## config.mk

```make
export PLATFORM = sky130hd
export DESIGN_NAME = zba_csr
export DESIGN_NICKNAME = d
export VERILOG_FILES = /design/src/sv/zone_bitmap_allocator_core_assert.svh /design/src/sv/zba_pkg.sv /design/src/sv/zba_csr.sv
export SDC_FILE = /design/constraint.sdc
export NUM_CORES = 1
export LEC_CHECK = 0
export BUFFER_PORTS_ARGS = -buffer_cell sky130_fd_sc_hd__buf_2
export CAP_MARGIN = 40
export CORE_AREA = 8 8 69 71
export CTS_CLUSTER_DIAMETER = 60
export DETAILED_ROUTE_END_ITERATION = 12
export DIE_AREA = 0 0 77 79
export SETUP_SLACK_MARGIN = 0.1
export SYNTH_ARGS = -nofsm -noshare
export SYNTH_HDL_FRONTEND = slang
export SYNTH_SLANG_ARGS = --single-unit
export TNS_END_PERCENT = 100
```

## constraint.sdc

```tcl
create_clock -name clock -period 1 [get_ports clock]
set_input_delay 0.2 -clock clock [delete_from_list [all_inputs] [get_ports clock]]
set_output_delay 0.2 -clock clock [all_outputs]
set_load 0.02 [all_outputs]
```

## src/sv/zone_bitmap_allocator_core_assert.svh

```systemverilog
// Assertion macros for the zone bitmap allocator.
// Used by the top level; expects ports named clock and reset in scope.
`ifndef ZONE_BITMAP_ALLOCATOR_CORE_ASSERT_SVH
`define ZONE_BITMAP_ALLOCATOR_CORE_ASSERT_SVH

// same-cycle implication
`define ZBA_ASSERT_NOW(lbl, ante, cons) \
   lbl: assert property (@(posedge clock) disable iff (reset) (ante) |-> (cons)) \
      else $error("zone bitmap allocator: same-cycle check failed");

// next-cycle implication
`define ZBA_ASSERT_NEXT(lbl, ante, cons) \
   lbl: assert property (@(posedge clock) disable iff (reset) (ante) |=> (cons)) \
      else $error("zone bitmap allocator: next-cycle check failed");

`endif

```

## src/sv/zba_pkg.sv

```systemverilog
// Shared types and constants of the zone bitmap allocator.
// No dependencies; used by every module of the block except zba_ram.
package zba_pkg;

   localparam int MAX_BLOCKS = 8192;
   localparam int MAP_BYTES  = (MAX_BLOCKS + 7) / 8;
   localparam int MAP_ADDR_W = (MAP_BYTES > 1) ? $clog2(MAP_BYTES) : 1;
   localparam int CNT_W      = MAP_ADDR_W + 1;
   localparam int OFF_W      = MAP_ADDR_W + 3;
   localparam int BYTE_W     = 8;
   localparam int BLK_W      = 16;
   localparam int ZONE_W     = 14;
   localparam int SPAN_W     = ((ZONE_W > OFF_W) ? ZONE_W : OFF_W) + 1;
   localparam int CSR_IDX_W  = 2;
   localparam int CSR_DATA_W = 16;

   localparam logic [BLK_W-1:0]  FIRST_RESET = '0;
   localparam logic [ZONE_W-1:0] ZONES_RESET = ZONE_W'(8192);

   localparam logic [CSR_IDX_W-1:0] CSR_FIRST_BLOCK = CSR_IDX_W'(0);
   localparam logic [CSR_IDX_W-1:0] CSR_ZONE_COUNT  = CSR_IDX_W'(1);

   localparam logic CMD_ALLOC = 1'b0;
   localparam logic CMD_FREE  = 1'b1;

   typedef enum logic [1:0] {
      ST_OK           = 2'd0,
      ST_NO_FREE      = 2'd1,
      ST_RANGE        = 2'd2,
      ST_ALREADY_FREE = 2'd3
   } status_type;

   typedef struct packed {
      logic [BLK_W-1:0]  first_block;
      logic [ZONE_W-1:0] live_zones;
   } cfg_type;

   typedef struct packed {
      logic                  we;
      logic [MAP_ADDR_W-1:0] waddr;
      logic [BYTE_W-1:0]     wdata;
      logic                  re;
      logic [MAP_ADDR_W-1:0] raddr;
   } mem_req_type;

endpackage

```

## src/sv/zba_csr.sv

```systemverilog
// Configuration registers of the zone bitmap allocator.
// Depends on zba_pkg; presents the clamped zone count to the sequencer.
module zba_csr (
   input  logic                              clock,
   input  logic                              reset,
   input  logic                              csr_valid,
   output logic                              csr_ready,
   input  logic [zba_pkg::CSR_IDX_W-1:0]     csr_index,
   input  logic [zba_pkg::CSR_DATA_W-1:0]    csr_data,
   output zba_pkg::cfg_type                  cfg
);

   logic [zba_pkg::BLK_W-1:0]  first_ff;
   logic [zba_pkg::ZONE_W-1:0] zones_ff;

   always_ff @(posedge clock) begin
      if (reset) begin
         first_ff <= zba_pkg::FIRST_RESET;
         zones_ff <= zba_pkg::ZONES_RESET;
      end else if (csr_valid) begin
         if (csr_index == zba_pkg::CSR_FIRST_BLOCK) begin
            first_ff <= zba_pkg::BLK_W'(csr_data);
         end else if (csr_index == zba_pkg::CSR_ZONE_COUNT) begin
            zones_ff <= csr_data[zba_pkg::ZONE_W-1:0];
         end
      end
   end

   assign csr_ready = 1'b1;

   always_comb begin
      cfg.first_block = first_ff;
      if (32'(zones_ff) > zba_pkg::MAX_BLOCKS) begin
         cfg.live_zones = zba_pkg::ZONE_W'(zba_pkg::MAX_BLOCKS);
      end else begin
         cfg.live_zones = zones_ff;
      end
   end

endmodule

```

# == Yosys cells after proc, flatten, opt, wreduce, memory -nomap -nowiden ==
# Cells that the tools add are included.
# totals
reg_bits,30
latchBits,0
ramBits,0
romBits,0
in_bits,21
out_inout_bits,31
elab_cells,9
mem_count,0
# classes
add_sub_neg,0
mul,0
div,0
order_cmp,1
eq_ne,1
n_shift,0
n_mux,1
n_bitwise,1
reduce_logical,3
# op_table
operator,count
$gt 14x14->1 const B,1
$mux 14,1
$reduce_and 3->1,1
$eq 2x1->1 const B,1
$logic_not 2->1,1
$reduce_and 2->1,1
$not 1->1,1

# == Longest topological paths before layout ==
# depth
ltp_word,3
mapped_depth,5
ltp_nobuf,3

# == Worst setup path before layout ==
# Ideal clock, no wire load.
# synth_timing
path_type,in2reg
startpoint,input port csr_index[0] in the netlist's numbering
endpoint,register first_ff[10] in the netlist's numbering
setup_ps,138
t_arrival_ps,959
required_time_ps,862
path_slack_ps,-96
path_stages,5
path_buffers,2
path_cell_list,or3b_1 -> buf_6 -> buf_12 -> nand2_2 -> a21oi_2
# synth_via
elab_chain_cells,2
# synth_lines
element,line_no,source
from (decl),zba_csr.sv:8,"input logic [zba_pkg::CSR_IDX_W-1:0] csr_index,"
$logic_not 2->1,zba_csr.sv:21,if (csr_index == zba_pkg::CSR_FIRST_BLOCK) begin
$reduce_and 2->1 (no line),n/a,
to (signal assigned),zba_csr.sv:18,first_ff <= zba_pkg::FIRST_RESET;
to (signal assigned),zba_csr.sv:22,first_ff <= zba_pkg::BLK_W'(csr_data);
to (decl),zba_csr.sv:13,logic [zba_pkg::BLK_W-1:0] first_ff;
# Every way passes these cells.
# A chain may end at the register's enable or synchronous reset.

==> flow_summary.toml <==
[synth]
netlist_instances = 150
synth_nets = 171
avgSynthCellArea_um2 = 8.350
yosysMostFrequentCell = "nand2_1"
seq_area_frac_synth = 0.4795
ys_seq_elements = 30
synth.area.top_cells = "dfxtp_1, nand2_1, a21oi_1"
synth_area_um2 = 1252
synth_edf_count = 0
post-synth-top-area-fraction = 0.4795
synth_cell_types = 17
yosysWarningCount = 0
yosys-top-cells-count = "nand2_1, dfxtp_1, a21oi_1, nor2b_1, a21oi_2"
ys.flop_type = "dfxtp_1"
synth_top_area_cell = "dfxtp_1"
ys_async_sr_fraction = 0

[drt]
drcViolationCount = 0
vias = 1192
drtAntennaViolNets = 0
dr.pass1.iters = 4
via_per_inst = 4.415
drt-initial-drc-count = 78
wirelength_um = 3579
wire_per_inst_um = 13.26

[cells_and_area]
nFillCells = 341
drive_gt1_frac = 0.6455
diodes = 0
final_cells = 270
fin_nets = 242
area_delta_synth_final_pct = 72.63
utilization = 0.5692
final_cell_area_um2 = 2162

[global_routing]
grt_max_degree = 16
grt_pass1_vias = 1227
antenna_found_initial = 0
overflow = 0
grt_pass1_wl_um = 5623
track_usage = 0.1139

[floorplanning]
fp.dieArea_um2 = 6083
start_util = 0.3297
die_w_um = 77
num_io_pins = 52
die_h_um = 79
coreArea_um2 = 3799
row_count = 23

[placed_design]
portBuffers = 50
place_inst = 250
globalplace.congestion = 0.7449
dp_hpwl_um = 2564
post_dp_cell_area_um2 = 1712
pre_cts_slack_ps = -158.2

[power_and_ir_drop]
power_mw = 2.598
power.density_nw_per_um2 = 1202
irDropWorstVdd_mv = 0.7069
power.leakage_nw = 0.8612

[worst_setup_path]
path_class = "reg2out"
path_cells = "buf_12, nor2b_1, buf_4"
cp_num_buf_inv = 2
endpoint_kind = "output port"
startpoint_type = "flip-flop"
required_ps = 800
r2r_slack_ps = 220
cp_data_arrival_time_ps = 1010
crit_path_max_incr_delay_ps = 330
cp_top_family = "flip-flops"
slowest_stage = "dfxtp_2"
critPathMaxFanout = 12

[timing]
final_hold_viol_count = 0
tns_ps = -2582
hold_slack_ps = 163.1
setup_slack_ps = -208.5
fin_crit_ps = 1208
fmax_mhz = 827.5
finalSetupViolCount = 14
fin_crit_sh = 1.208
fin_skew_ps = 0
finalMaxSlewViolations = 0
rsz0062_at_grt = "yes"

[clock_tree]
cts_num_sinks = 30
cts_tree = "built"
clock_latency_ps = 270
numCtsBuffers = 5
clkTransAtPathRegs_ps = 60
cts_buffer_depth = 2
cts_root_buf = "clkbuf_8"
hold_buffers = 0
htree_levels = 2

[worst_hold_path]
min_path_type = "in2reg"

[run]
timing.max_cap.violations = 0

[run_status]
violations = "negative setup slack"
status = "complete, but fails checks"
[worst register-to-register path, delay by kind of cell, from the launching register on]
| family | cells | cell delay (ps) |
|---|---|---|
| buffers and inverters | 2 | 250 |
| AO/OA/AOI/OAI | 1 | 40 |
| AND/OR/NAND/NOR | 1 | 60 |
| flip-flops | 1 | 320 |
[cell usage in the layout (no fill, tap or decap), drive strengths merged]
| master | instances |
|---|---|
| nand3b | 2 |
| dfxtp | 30 |
| nor2b | 13 |
| clkbuf | 6 |
| nor3b | 1 |
| conb | 1 |
| buf | 75 |
| or3b | 1 |
| a21oi | 29 |
| nand2 | 60 |
| and3b | 2 |
[path summary, 6_finish.rpt]
check | cells after the start | endpoint | from
setup reg to reg | 4 | first_ff[12]$_SDFFE_PP0P_ | first_ff[12]$_SDFFE_PP0P_
setup / recovery | 3 | cfg[5] | zones_ff[13]$_SDFFE_PP1P_
hold / removal | 3 | zones_ff[13]$_SDFFE_PP1P_ | csr_data[13]
hold reg to reg | 2 | zones_ff[4]$_SDFFE_PP0P_ | zones_ff[4]$_SDFFE_PP0P_
[sequential cells by signal, indices dropped and copies added, names as in the netlist]
| signal | count |
|---|---|
| first_ff | 16 |
| zones_ff | 14 |
[cell families after synthesis]
logic type | count (synthesis) | share of synthesized area
AOI/OAI and AO/OA | 29 | 0.1458
and+or+nand+nor | 78 | 0.3057
DFF | 30 | 0.4795
other | 1 | 0.002994
buffers and inverters | 12 | 0.06593
[repair_timing]
action / CTS / global route
buffers inserted: 9 / 4
pin swaps: 0 / 10
resized for setup: 70 / 22
hold endpoints to repair: 0 / 0
gates cloned: 0 / 1
setup endpoints to repair: 30 / 46
[final cells by class]
class | instances | area, µm² | share of cell area
Multi-Input combinational cell | 109 | 739.5 | 0.3420
Timing Repair Buffer | 75 | 655.6 | 0.3032
Sequential cell | 30 | 621.8 | 0.2876
Clock buffer | 6 | 82.58 | 0.03819
Tap cell | 50 | 62.56 | 0.02894
[where the power goes]
part | total (mW) | leakage (nW) | switching (mW) | internal (mW)
logic | 0.412 | 0.567 | 0.212 | 0.200
registers | 1.27 | 0.251 | 0.0251 | 1.24
clock network | 0.920 | 0.0431 | 0.391 | 0.529
[per-layer routing]
metal	wire, µm	up-vias	global-route usage
met3	152	7	0.03273
met4	64	0	0.06792
met1	1494	547	0.1273
met5	0	-	0
met2	1866	24	0.1903
li1	-	614	-
Note: power is estimated with default switching activity, not from simulation.
