===== config.mk =====
export PLATFORM = sky130hd
export DESIGN_NAME = zba_seq
export DESIGN_NICKNAME = d
export VERILOG_FILES = /design/src/sv/zone_bitmap_allocator_core_assert.svh /design/src/sv/zba_pkg.sv /design/src/sv/zba_seq.sv
export SDC_FILE = /design/constraint.sdc
export NUM_CORES = 1
export LEC_CHECK = 0
export BUFFER_PORTS_ARGS = -buffer_cell sky130_fd_sc_hd__buf_2
export CORE_ASPECT_RATIO = 0.9
export CORE_MARGIN = 2
export CORE_UTILIZATION = 30
export CTS_CLUSTER_DIAMETER = 100
export DETAILED_ROUTE_END_ITERATION = 8
export PLACE_DENSITY_LB_ADDON = 0.25
export SLEW_MARGIN = 20
export SYNTH_ARGS = -nofsm -noshare
export SYNTH_HDL_FRONTEND = slang
export SYNTH_SLANG_ARGS = --single-unit
export TNS_END_PERCENT = 50

===== constraint.sdc =====
create_clock -name clock -period 7.6 [get_ports clock]
set_clock_uncertainty 0.15 [all_clocks]
set_input_delay 0.76 -clock clock [delete_from_list [all_inputs] [get_ports clock]]
set_output_delay 0.76 -clock clock [all_outputs]
set_load 0.005 [all_outputs]

===== src/sv/zone_bitmap_allocator_core_assert.svh =====
// Assertion macros for the zone bitmap allocator.
// Used by the top level; expects ports named clock and reset in scope.
`ifndef ZONE_BITMAP_ALLOCATOR_CORE_ASSERT_SVH
`define ZONE_BITMAP_ALLOCATOR_CORE_ASSERT_SVH

// same-cycle implication
`define ZBA_ASSERT_NOW(lbl, ante, cons) \
   lbl: assert property (@(posedge clock) disable iff (reset) (ante) |-> (cons)) \
      else $error("zone bitmap allocator: same-cycle check failed");

// next-cycle implication
`define ZBA_ASSERT_NEXT(lbl, ante, cons) \
   lbl: assert property (@(posedge clock) disable iff (reset) (ante) |=> (cons)) \
      else $error("zone bitmap allocator: next-cycle check failed");

`endif


===== src/sv/zba_pkg.sv =====
// Shared types and constants of the zone bitmap allocator.
// No dependencies; used by every module of the block except zba_ram.
package zba_pkg;

   localparam int MAX_BLOCKS = 8192;
   localparam int MAP_BYTES  = (MAX_BLOCKS + 7) / 8;
   localparam int MAP_ADDR_W = (MAP_BYTES > 1) ? $clog2(MAP_BYTES) : 1;
   localparam int CNT_W      = MAP_ADDR_W + 1;
   localparam int OFF_W      = MAP_ADDR_W + 3;
   localparam int BYTE_W     = 8;
   localparam int BLK_W      = 16;
   localparam int ZONE_W     = 14;
   localparam int SPAN_W     = ((ZONE_W > OFF_W) ? ZONE_W : OFF_W) + 1;
   localparam int CSR_IDX_W  = 2;
   localparam int CSR_DATA_W = 16;

   localparam logic [BLK_W-1:0]  FIRST_RESET = '0;
   localparam logic [ZONE_W-1:0] ZONES_RESET = ZONE_W'(8192);

   localparam logic [CSR_IDX_W-1:0] CSR_FIRST_BLOCK = CSR_IDX_W'(0);
   localparam logic [CSR_IDX_W-1:0] CSR_ZONE_COUNT  = CSR_IDX_W'(1);

   localparam logic CMD_ALLOC = 1'b0;
   localparam logic CMD_FREE  = 1'b1;

   typedef enum logic [1:0] {
      ST_OK           = 2'd0,
      ST_NO_FREE      = 2'd1,
      ST_RANGE        = 2'd2,
      ST_ALREADY_FREE = 2'd3
   } status_type;

   typedef struct packed {
      logic [BLK_W-1:0]  first_block;
      logic [ZONE_W-1:0] live_zones;
   } cfg_type;

   typedef struct packed {
      logic                  we;
      logic [MAP_ADDR_W-1:0] waddr;
      logic [BYTE_W-1:0]     wdata;
      logic                  re;
      logic [MAP_ADDR_W-1:0] raddr;
   } mem_req_type;

endpackage


===== src/sv/zba_seq.sv =====
// Request sequencer: clearing pass, first-fit byte scan and free check.
// Depends on zba_pkg; drives the bitmap RAM and holds the result register.
module zba_seq (
   input  logic                                clock,
   input  logic                                reset,
   input  zba_pkg::cfg_type                    cfg,
   input  logic                                req_valid,
   output logic                                req_ready,
   input  logic                                req_cmd,
   input  logic [zba_pkg::BLK_W-1:0]           req_block_number,
   output logic                                rsp_valid,
   input  logic                                rsp_ready,
   output logic [1:0]                          rsp_status,
   output logic [zba_pkg::BLK_W-1:0]           rsp_allocated_block,
   output zba_pkg::mem_req_type                mem_req,
   input  logic [zba_pkg::BYTE_W-1:0]          mem_rdata
);

   typedef enum logic [2:0] {
      S_CLEAR,
      S_IDLE,
      S_SCAN,
      S_FREE_RD,
      S_FREE_CHK,
      S_RESP
   } state_type;

   state_type                           state_ff, state_in;
   logic [zba_pkg::MAP_ADDR_W-1:0]      clr_cnt_ff, clr_cnt_in;
   logic [zba_pkg::CNT_W-1:0]           rd_cnt_ff, rd_cnt_in;
   logic                                chk_pend_ff, chk_pend_in;
   logic [zba_pkg::MAP_ADDR_W-1:0]      chk_addr_ff, chk_addr_in;
   logic [zba_pkg::BLK_W-1:0]           blk_ff, blk_in;
   logic [zba_pkg::MAP_ADDR_W-1:0]      fbyte_ff, fbyte_in;
   logic [2:0]                          fbit_ff, fbit_in;
   zba_pkg::status_type                 res_status_ff, res_status_in;
   logic [zba_pkg::BLK_W-1:0]           res_block_ff, res_block_in;
   logic                                rsp_valid_ff, rsp_valid_in;
   zba_pkg::status_type                 rsp_status_ff, rsp_status_in;
   logic [zba_pkg::BLK_W-1:0]           rsp_block_ff, rsp_block_in;

   logic [zba_pkg::CNT_W-1:0]           nbytes;
   logic [zba_pkg::SPAN_W-1:0]          bits_left;
   logic [zba_pkg::BYTE_W-1:0]          valid_mask;
   logic [zba_pkg::BYTE_W-1:0]          free_bits;
   logic [2:0]                          free_idx;
   logic [zba_pkg::BYTE_W-1:0]          set_mask;
   logic [zba_pkg::BLK_W:0]             range_end;
   logic                                in_range;
   logic [zba_pkg::BLK_W-1:0]           blk_off;
   logic [zba_pkg::BYTE_W-1:0]          fbit_mask;

   assign nbytes = zba_pkg::CNT_W'(({1'b0, cfg.live_zones} + 15'd7) >> 3);
   assign bits_left = zba_pkg::SPAN_W'(cfg.live_zones)
                    - zba_pkg::SPAN_W'({chk_addr_ff, 3'b000});

   always_comb begin
      for (int b = 0; b < zba_pkg::BYTE_W; b++) begin
         valid_mask[b] = zba_pkg::SPAN_W'(b) < bits_left;
      end
   end

   assign free_bits = ~mem_rdata & valid_mask;

   always_comb begin
      free_idx = 3'd0;
      for (int b = zba_pkg::BYTE_W - 1; b >= 0; b--) begin
         if (free_bits[b]) begin
            free_idx = 3'(b);
         end
      end
   end

   assign set_mask  = zba_pkg::BYTE_W'(1) << free_idx;
   assign fbit_mask = zba_pkg::BYTE_W'(1) << fbit_ff;
   assign range_end = {1'b0, cfg.first_block} + (zba_pkg::BLK_W + 1)'(cfg.live_zones);
   assign in_range  = (blk_ff >= cfg.first_block) && ({1'b0, blk_ff} < range_end);
   assign blk_off   = blk_ff - cfg.first_block;

   always_comb begin
      state_in      = state_ff;
      clr_cnt_in    = clr_cnt_ff;
      rd_cnt_in     = rd_cnt_ff;
      chk_pend_in   = chk_pend_ff;
      chk_addr_in   = chk_addr_ff;
      blk_in        = blk_ff;
      fbyte_in      = fbyte_ff;
      fbit_in       = fbit_ff;
      res_status_in = res_status_ff;
      res_block_in  = res_block_ff;
      rsp_valid_in  = rsp_valid_ff && !rsp_ready;
      rsp_status_in = rsp_status_ff;
      rsp_block_in  = rsp_block_ff;
      mem_req       = '0;
      req_ready     = 1'b0;

      unique case (state_ff)
         S_CLEAR: begin
            mem_req.we    = 1'b1;
            mem_req.waddr = clr_cnt_ff;
            mem_req.wdata = '0;
            clr_cnt_in    = clr_cnt_ff + 1'b1;
            if (clr_cnt_ff == zba_pkg::MAP_ADDR_W'(zba_pkg::MAP_BYTES - 1)) begin
               state_in = S_IDLE;
            end
         end
         S_IDLE: begin
            req_ready = 1'b1;
            if (req_valid) begin
               blk_in      = req_block_number;
               rd_cnt_in   = '0;
               chk_pend_in = 1'b0;
               if (req_cmd == zba_pkg::CMD_FREE) begin
                  state_in = S_FREE_RD;
               end else begin
                  state_in = S_SCAN;
               end
            end
         end
         S_SCAN: begin
            if (chk_pend_ff && (free_bits != '0)) begin
               mem_req.we    = 1'b1;
               mem_req.waddr = chk_addr_ff;
               mem_req.wdata = mem_rdata | set_mask;
               chk_pend_in   = 1'b0;
               res_status_in = zba_pkg::ST_OK;
               res_block_in  = cfg.first_block
                             + zba_pkg::BLK_W'({chk_addr_ff, free_idx});
               state_in      = S_RESP;
            end else if (rd_cnt_ff < nbytes) begin
               mem_req.re    = 1'b1;
               mem_req.raddr = rd_cnt_ff[zba_pkg::MAP_ADDR_W-1:0];
               rd_cnt_in     = rd_cnt_ff + 1'b1;
               chk_pend_in   = 1'b1;
               chk_addr_in   = rd_cnt_ff[zba_pkg::MAP_ADDR_W-1:0];
            end else begin
               chk_pend_in = 1'b0;
               if (!chk_pend_ff) begin
                  res_status_in = zba_pkg::ST_NO_FREE;
                  res_block_in  = '0;
                  state_in      = S_RESP;
               end
            end
         end
         S_FREE_RD: begin
            res_block_in = '0;
            if (in_range) begin
               mem_req.re    = 1'b1;
               mem_req.raddr = blk_off[zba_pkg::OFF_W-1:3];
               fbyte_in      = blk_off[zba_pkg::OFF_W-1:3];
               fbit_in       = blk_off[2:0];
               state_in      = S_FREE_CHK;
            end else begin
               res_status_in = zba_pkg::ST_RANGE;
               state_in      = S_RESP;
            end
         end
         S_FREE_CHK: begin
            if ((mem_rdata & fbit_mask) == '0) begin
               res_status_in = zba_pkg::ST_ALREADY_FREE;
            end else begin
               mem_req.we    = 1'b1;
               mem_req.waddr = fbyte_ff;
               mem_req.wdata = mem_rdata & ~fbit_mask;
               res_status_in = zba_pkg::ST_OK;
            end
            state_in = S_RESP;
         end
         S_RESP: begin
            if (!rsp_valid_ff || rsp_ready) begin
               rsp_valid_in  = 1'b1;
               rsp_status_in = res_status_ff;
               rsp_block_in  = res_block_ff;
               state_in      = S_IDLE;
            end
         end
         default: begin
            state_in = S_IDLE;
         end
      endcase
   end

   always_ff @(posedge clock) begin
      if (reset) begin
         state_ff     <= S_CLEAR;
         clr_cnt_ff   <= '0;
         rd_cnt_ff    <= '0;
         chk_pend_ff  <= 1'b0;
         rsp_valid_ff <= 1'b0;
      end else begin
         state_ff     <= state_in;
         clr_cnt_ff   <= clr_cnt_in;
         rd_cnt_ff    <= rd_cnt_in;
         chk_pend_ff  <= chk_pend_in;
         rsp_valid_ff <= rsp_valid_in;
      end
      chk_addr_ff   <= chk_addr_in;
      blk_ff        <= blk_in;
      fbyte_ff      <= fbyte_in;
      fbit_ff       <= fbit_in;
      res_status_ff <= res_status_in;
      res_block_ff  <= res_block_in;
      rsp_status_ff <= rsp_status_in;
      rsp_block_ff  <= rsp_block_in;
   end

   assign rsp_valid           = rsp_valid_ff;
   assign rsp_status          = rsp_status_ff;
   assign rsp_allocated_block = rsp_block_ff;

endmodule


Word-level counts from Yosys, hierarchy flattened
Cells that the tools add are included.
{ "op_classes": {"n_addsub": 7, "multipliers": 0, "div": 0, "n_lt_le_gt_ge": 11, "n_eq_ne": 14, "shift": 2, "muxes": 45, "n_bitwise": 7, "n_reduce_logical": 21} }
{ "ops": {"columns": ["cell", "n"], "rows": [
  ["$mux 11", 6],
  ["$lt 3x15->1 const A", 4],
  ["$pmux 19 s3", 1],
  ["$mux 16", 3],
  ["$pmux 11 s2", 2],
  ["$mux 3", 14],
  ["$mux 19", 2],
  ["$pmux 16 s2", 1],
  ["$lt 1x15->1 const A", 2],
  ["$lt 2x15->1 const A", 2],
  ["$and 8x8->8", 3],
  ["$pmux 3 s6", 1],
  ["$add 16x14->17", 1],
  ["$lt 16x17->1", 1],
  ["$add 16x13->16", 1],
  ["$ge 16x16->1", 1],
  ["$not 8->8", 2],
  ["$shl 1x3->8 const A", 2],
  ["$sub 14x13->15", 1],
  ["$add 14x3->14 const B", 1],
  ["$sub 13x13->13", 1],
  ["$ne 2x2->1 const B", 6],
  ["$add 11x1->11 const B", 1],
  ["$lt 11x11->1", 1],
  ["other kinds (24)", 47]
]} }
{ "totals": {"ff_bits": 101, "latchBits": 0, "ram_bits": 0, "rom_bits": 0, "in_bits": 59, "out_inout_bits": 50, "wordCells": 120, "mem_count": 0} }

Longest topological paths before layout
{ "logic_depth": {"depth_word": 15, "mapped_depth": 22, "depth_no_buf": 22} }

Least setup slack after synthesis
No wires, ideal clock.
{ "synth_path": {"path_kind": "input to output", "start": "in cfg[1] in the netlist's numbering", "end": "out mem_req[6] in the netlist's numbering", "arrival_time_ns": 4.898, "path_slack_ns": 1.792, "stages": 21, "path_cell_list": "ha_1 a21o_1 a21oi_1 o21bai_1 a21oi_1 o21bai_1 a21oi_1 nor2b_1 o31ai_1 nand2b_1 a21oi_1 xor2_1 ha_1 a21o_1 a211o_1 nor3_1 o21ai_0 a21o_1 a211oi_1 clkbuf_1 a22o_1"} }
{ "synth_lines": {"columns": ["element", "line", "rtl"], "rows": [
  ["from (decl)", "zba_seq.sv:6", "input zba_pkg::cfg_type cfg,"],
  ["to (decl)", "zba_seq.sv:15", "output zba_pkg::mem_req_type mem_req,"]
]} }

==> flow_summary.json <==
{
  "r2r-end": "res_block_ff[11]$_SDFFCE_PP0P_",
  "cp-start-kind": "primary input",
  "crit_path_frequent_cell": "a21oi_1",
  "die_height_um": 156,
  "cpPeakStageDelay_ns": 0.35,
  "avgViaCountPerCell": 5.03,
  "clk_path_buf_depth": 2,
  "syn_avg_cell_area_um2": 9.31,
  "initial_core_util": 0.306,
  "timing.rr.start": "chk_addr_ff[2]$_DFFE_PP_",
  "grt_pass1_wl_um": 35100,
  "synth_top_cell_by_area": "edfxtp_1",
  "required_ns": 6.69,
  "syn_area_um2": 7700,
  "final_common_cell": "buf_2",
  "slew-limit-headroom": 0.310,
  "final_cell_mix": "buf_2 (108), ha_1 (79), edfxtp_1 (75)",
  "yosysWarningCount": 0,
  "yosysSeqAreaShare": 0.360,
  "synthDistinctLibCells": 77,
  "worstRegToRegCells": 18,
  "max_clock_freq_mhz": 158,
  "routedWlPerCell_um": 17.7,
  "overflow": 0,
  "port_buffers": 108,
  "setup_tns_ns": 0,
  "cts_hold_buf": 0,
  "rsz0062_at_grt": "false",
  "utilization": 0.354,
  "holdCritPathClass": "flip-flop to flip-flop",
  "finalCritPeriodShare": 0.835,
  "crit_cells": 23,
  "ff2ff_setup_slack_ns": 2.07,
  "grt_pass1_vias": 6086,
  "wirelength_um": 22600,
  "root_buffer": "clkbuf_16",
  "startpoint": "cfg[1]",
  "drive_gt1_frac": 0.168,
  "maxCapViolations": 0,
  "leakage_nw": 3.82,
  "ant_nets": 0,
  "cts_tree": "yes",
  "critical_path_class": "primary input to output port",
  "cp.arrival_ns": 5.43,
  "yosysTopAreaCellShare": 0.293,
  "antenna_found_initial": 0,
  "synth_edf_count": 75,
  "path_max_fanout": 22,
  "rows": 55,
  "diodes": 0,
  "sw_frac_of_total": 0.271,
  "synthCells": 827,
  "setup_violations": 0,
  "h-tree-depth": 3,
  "p_switching_mw": 0.345,
  "period_minus_slack_ns": 6.34,
  "detailed_place_hpwl_um": 18300,
  "ys_ff_latch": 101,
  "crit_end": "mem_req[3]",
  "synthTopCellsByArea": "edfxtp_1 (29%), ha_1 (13%), dfxtp_1 (6.8%)",
  "cp-end-kind": "output port",
  "worstMarginPinSlew_ns": 1.03,
  "dr.first_iter.drc_count": 529,
  "critPathTopFamily": "compound AO/OA/AOI/OAI gates",
  "path_cells": "buf_2 -> ha_1 -> a21o_1 -> a21oi_1 -> o21bai_1 -> a21oi_1 -> o21bai_1 -> a21oi_1 -> nor2b_1 -> o31ai_1 -> nand2b_1 -> a21oi_1 -> xor2_1 -> ha_1 -> a21o_1 -> a211o_1 -> nor3_1 -> o21ai_0 -> a21o_1 -> a211oi_4 -> buf_4 -> a22o_1 -> buf_2",
  "synth_nets": 969,
  "hold_slack_ns": 0.267,
  "p_int_mw": 0.927,
  "die_area_um2": 27000,
  "cts_sinks": 101,
  "syn2layout_area_growth_pct": 15.9,
  "clk-insertion-delay-late_ns": 0.36,
  "clkTransAtPathRegs_ns": 0.07,
  "seqPwrFrac": 0.465,
  "yosys_most_used_dff": "edfxtp_1",
  "num_io_pins": 109,
  "power_frac_clock": 0.353,
  "slowest_stage": "a211oi_4",
  "ctsResizeCount": 0,
  "ir_drop_uv": 85.2,
  "status": "complete, no violations",
  "hold_violations": 0,
  "dr.pass1.iters": 5,
  "grt_max_degree": 24,
  "post_cts_buffers": 0,
  "crit_buf_inv": 3,
  "slew_viol_final": 0,
  "drcViolationCount": 0,
  "powerDensity_nw_per_um2": 143,
  "core_um2": 25200,
  "die_x_um": 173,
  "numCtsBuffers": 9,
  "total_power_mw": 1.27,
  "vias": 6422,
  "num-nets-final": 1072,
  "gp_congestion": 0.900,
  "p_comb_frac": 0.182,
  "async_flop_share": 0,
  "grtUsageTotal": 0.169
}
==> worst min-delay path by stage <==
stage                                   start                                 to  slack (ns)  cells past startpoint
2_1_floorplan   res_block_ff[0]$_SDFFCE_PP0P_   rsp_allocated_block[0]$_DFFE_PP_        0.25                      0
3_3_place_gp    res_block_ff[8]$_SDFFCE_PP0P_   rsp_allocated_block[8]$_DFFE_PP_        0.25                      0
3_5_place_dp   res_block_ff[10]$_SDFFCE_PP0P_  rsp_allocated_block[10]$_DFFE_PP_        0.25                      0
4_1_cts         res_block_ff[0]$_SDFFCE_PP0P_   rsp_allocated_block[0]$_DFFE_PP_        0.27                      0
5_1_grt         res_block_ff[0]$_SDFFCE_PP0P_   rsp_allocated_block[0]$_DFFE_PP_        0.27                      0
6_report        res_block_ff[0]$_SDFFCE_PP0P_   rsp_allocated_block[0]$_DFFE_PP_        0.27                      0
==> metal layers <==
| metal | vias up | track usage | routed length (um) |
|---|---|---|---|
| met1 | 2983 | 0.238 | 11200 |
| met3 | 24 | 0.0327 | 1190 |
| met2 | 168 | 0.261 | 9710 |
| li1 | 3247 | - | - |
| met4 | 0 | 0.0504 | 559 |
| met5 | - | 0 | 0 |
==> through the flow <==
stage | instances | instance area (um2) | setup slack (ns)
after global placement | 1261 | 8640 | 1.38
after CTS | 1277 | 8920 | 1.26
final | 1277 | 8920 | 1.26
after floorplan | 827 | 7700 | 1.79
after global routing | 1277 | 8920 | 0.792
after detailed placement | 1261 | 8640 | 1.30
==> logic make-up after synthesis <==
logic type,share of synthesized area
compound gates,0.203
buf+inv,0.0468
fa+ha+maj,0.140
xor+xnor,0.0613
mux,0.0166
flops,0.360
simple gates,0.172
==> Yosys cell counts, types with 7 or more instances <==
| cell | number |
|---|---|
| ha_1 | 79 |
| edfxtp_1 | 75 |
| inv_1 | 74 |
| a21oi_1 | 64 |
| nor2_1 | 64 |
| nand2_1 | 63 |
| o21ai_0 | 38 |
| xnor2_1 | 30 |
| dfxtp_1 | 26 |
| nand3_1 | 23 |
| nor3_1 | 22 |
| xor2_1 | 22 |
| a21o_1 | 19 |
| nor2b_1 | 19 |
| clkbuf_1 | 15 |
| nand4_1 | 13 |
| and3_1 | 12 |
| nand2b_1 | 12 |
| a222oi_1 | 10 |
| a22o_1 | 10 |
| o21a_1 | 8 |
| o21bai_1 | 8 |
| a31oi_1 | 7 |
==> state kept, by name, indices dropped and copies added (netlist names), 2 cells and up <==
register and flops:
blk_ff 16, res_block_ff 16, rsp_allocated_block 16, rd_cnt_ff 11
chk_addr_ff 10, clr_cnt_ff 10, fbyte_ff 10, fbit_ff 3
state_ff 3, res_status_ff 2, rsp_status 2
==> area by class of cell <==
type	count	area, um2
multi-input cells	631	4580
well taps	342	428
clock buffers	13	262
fillers	2644	16300
flip-flops and latches	101	2770
repair buffers	113	578
clock inverters	3	18.8
inverters	74	278
==> power by group through the flow <==
stage	Clock (mW)	Combinational [mW]	Sequential (mW)
global placement	0	0.231	0.603
global route	0.481	0.260	0.591
detailed placement	0	0.230	0.603
floorplan	0	0.155	0.603
finish	0.449	0.232	0.591
CTS	0.460	0.232	0.591
No activity file was read; power rests on OpenSTA's default activity.
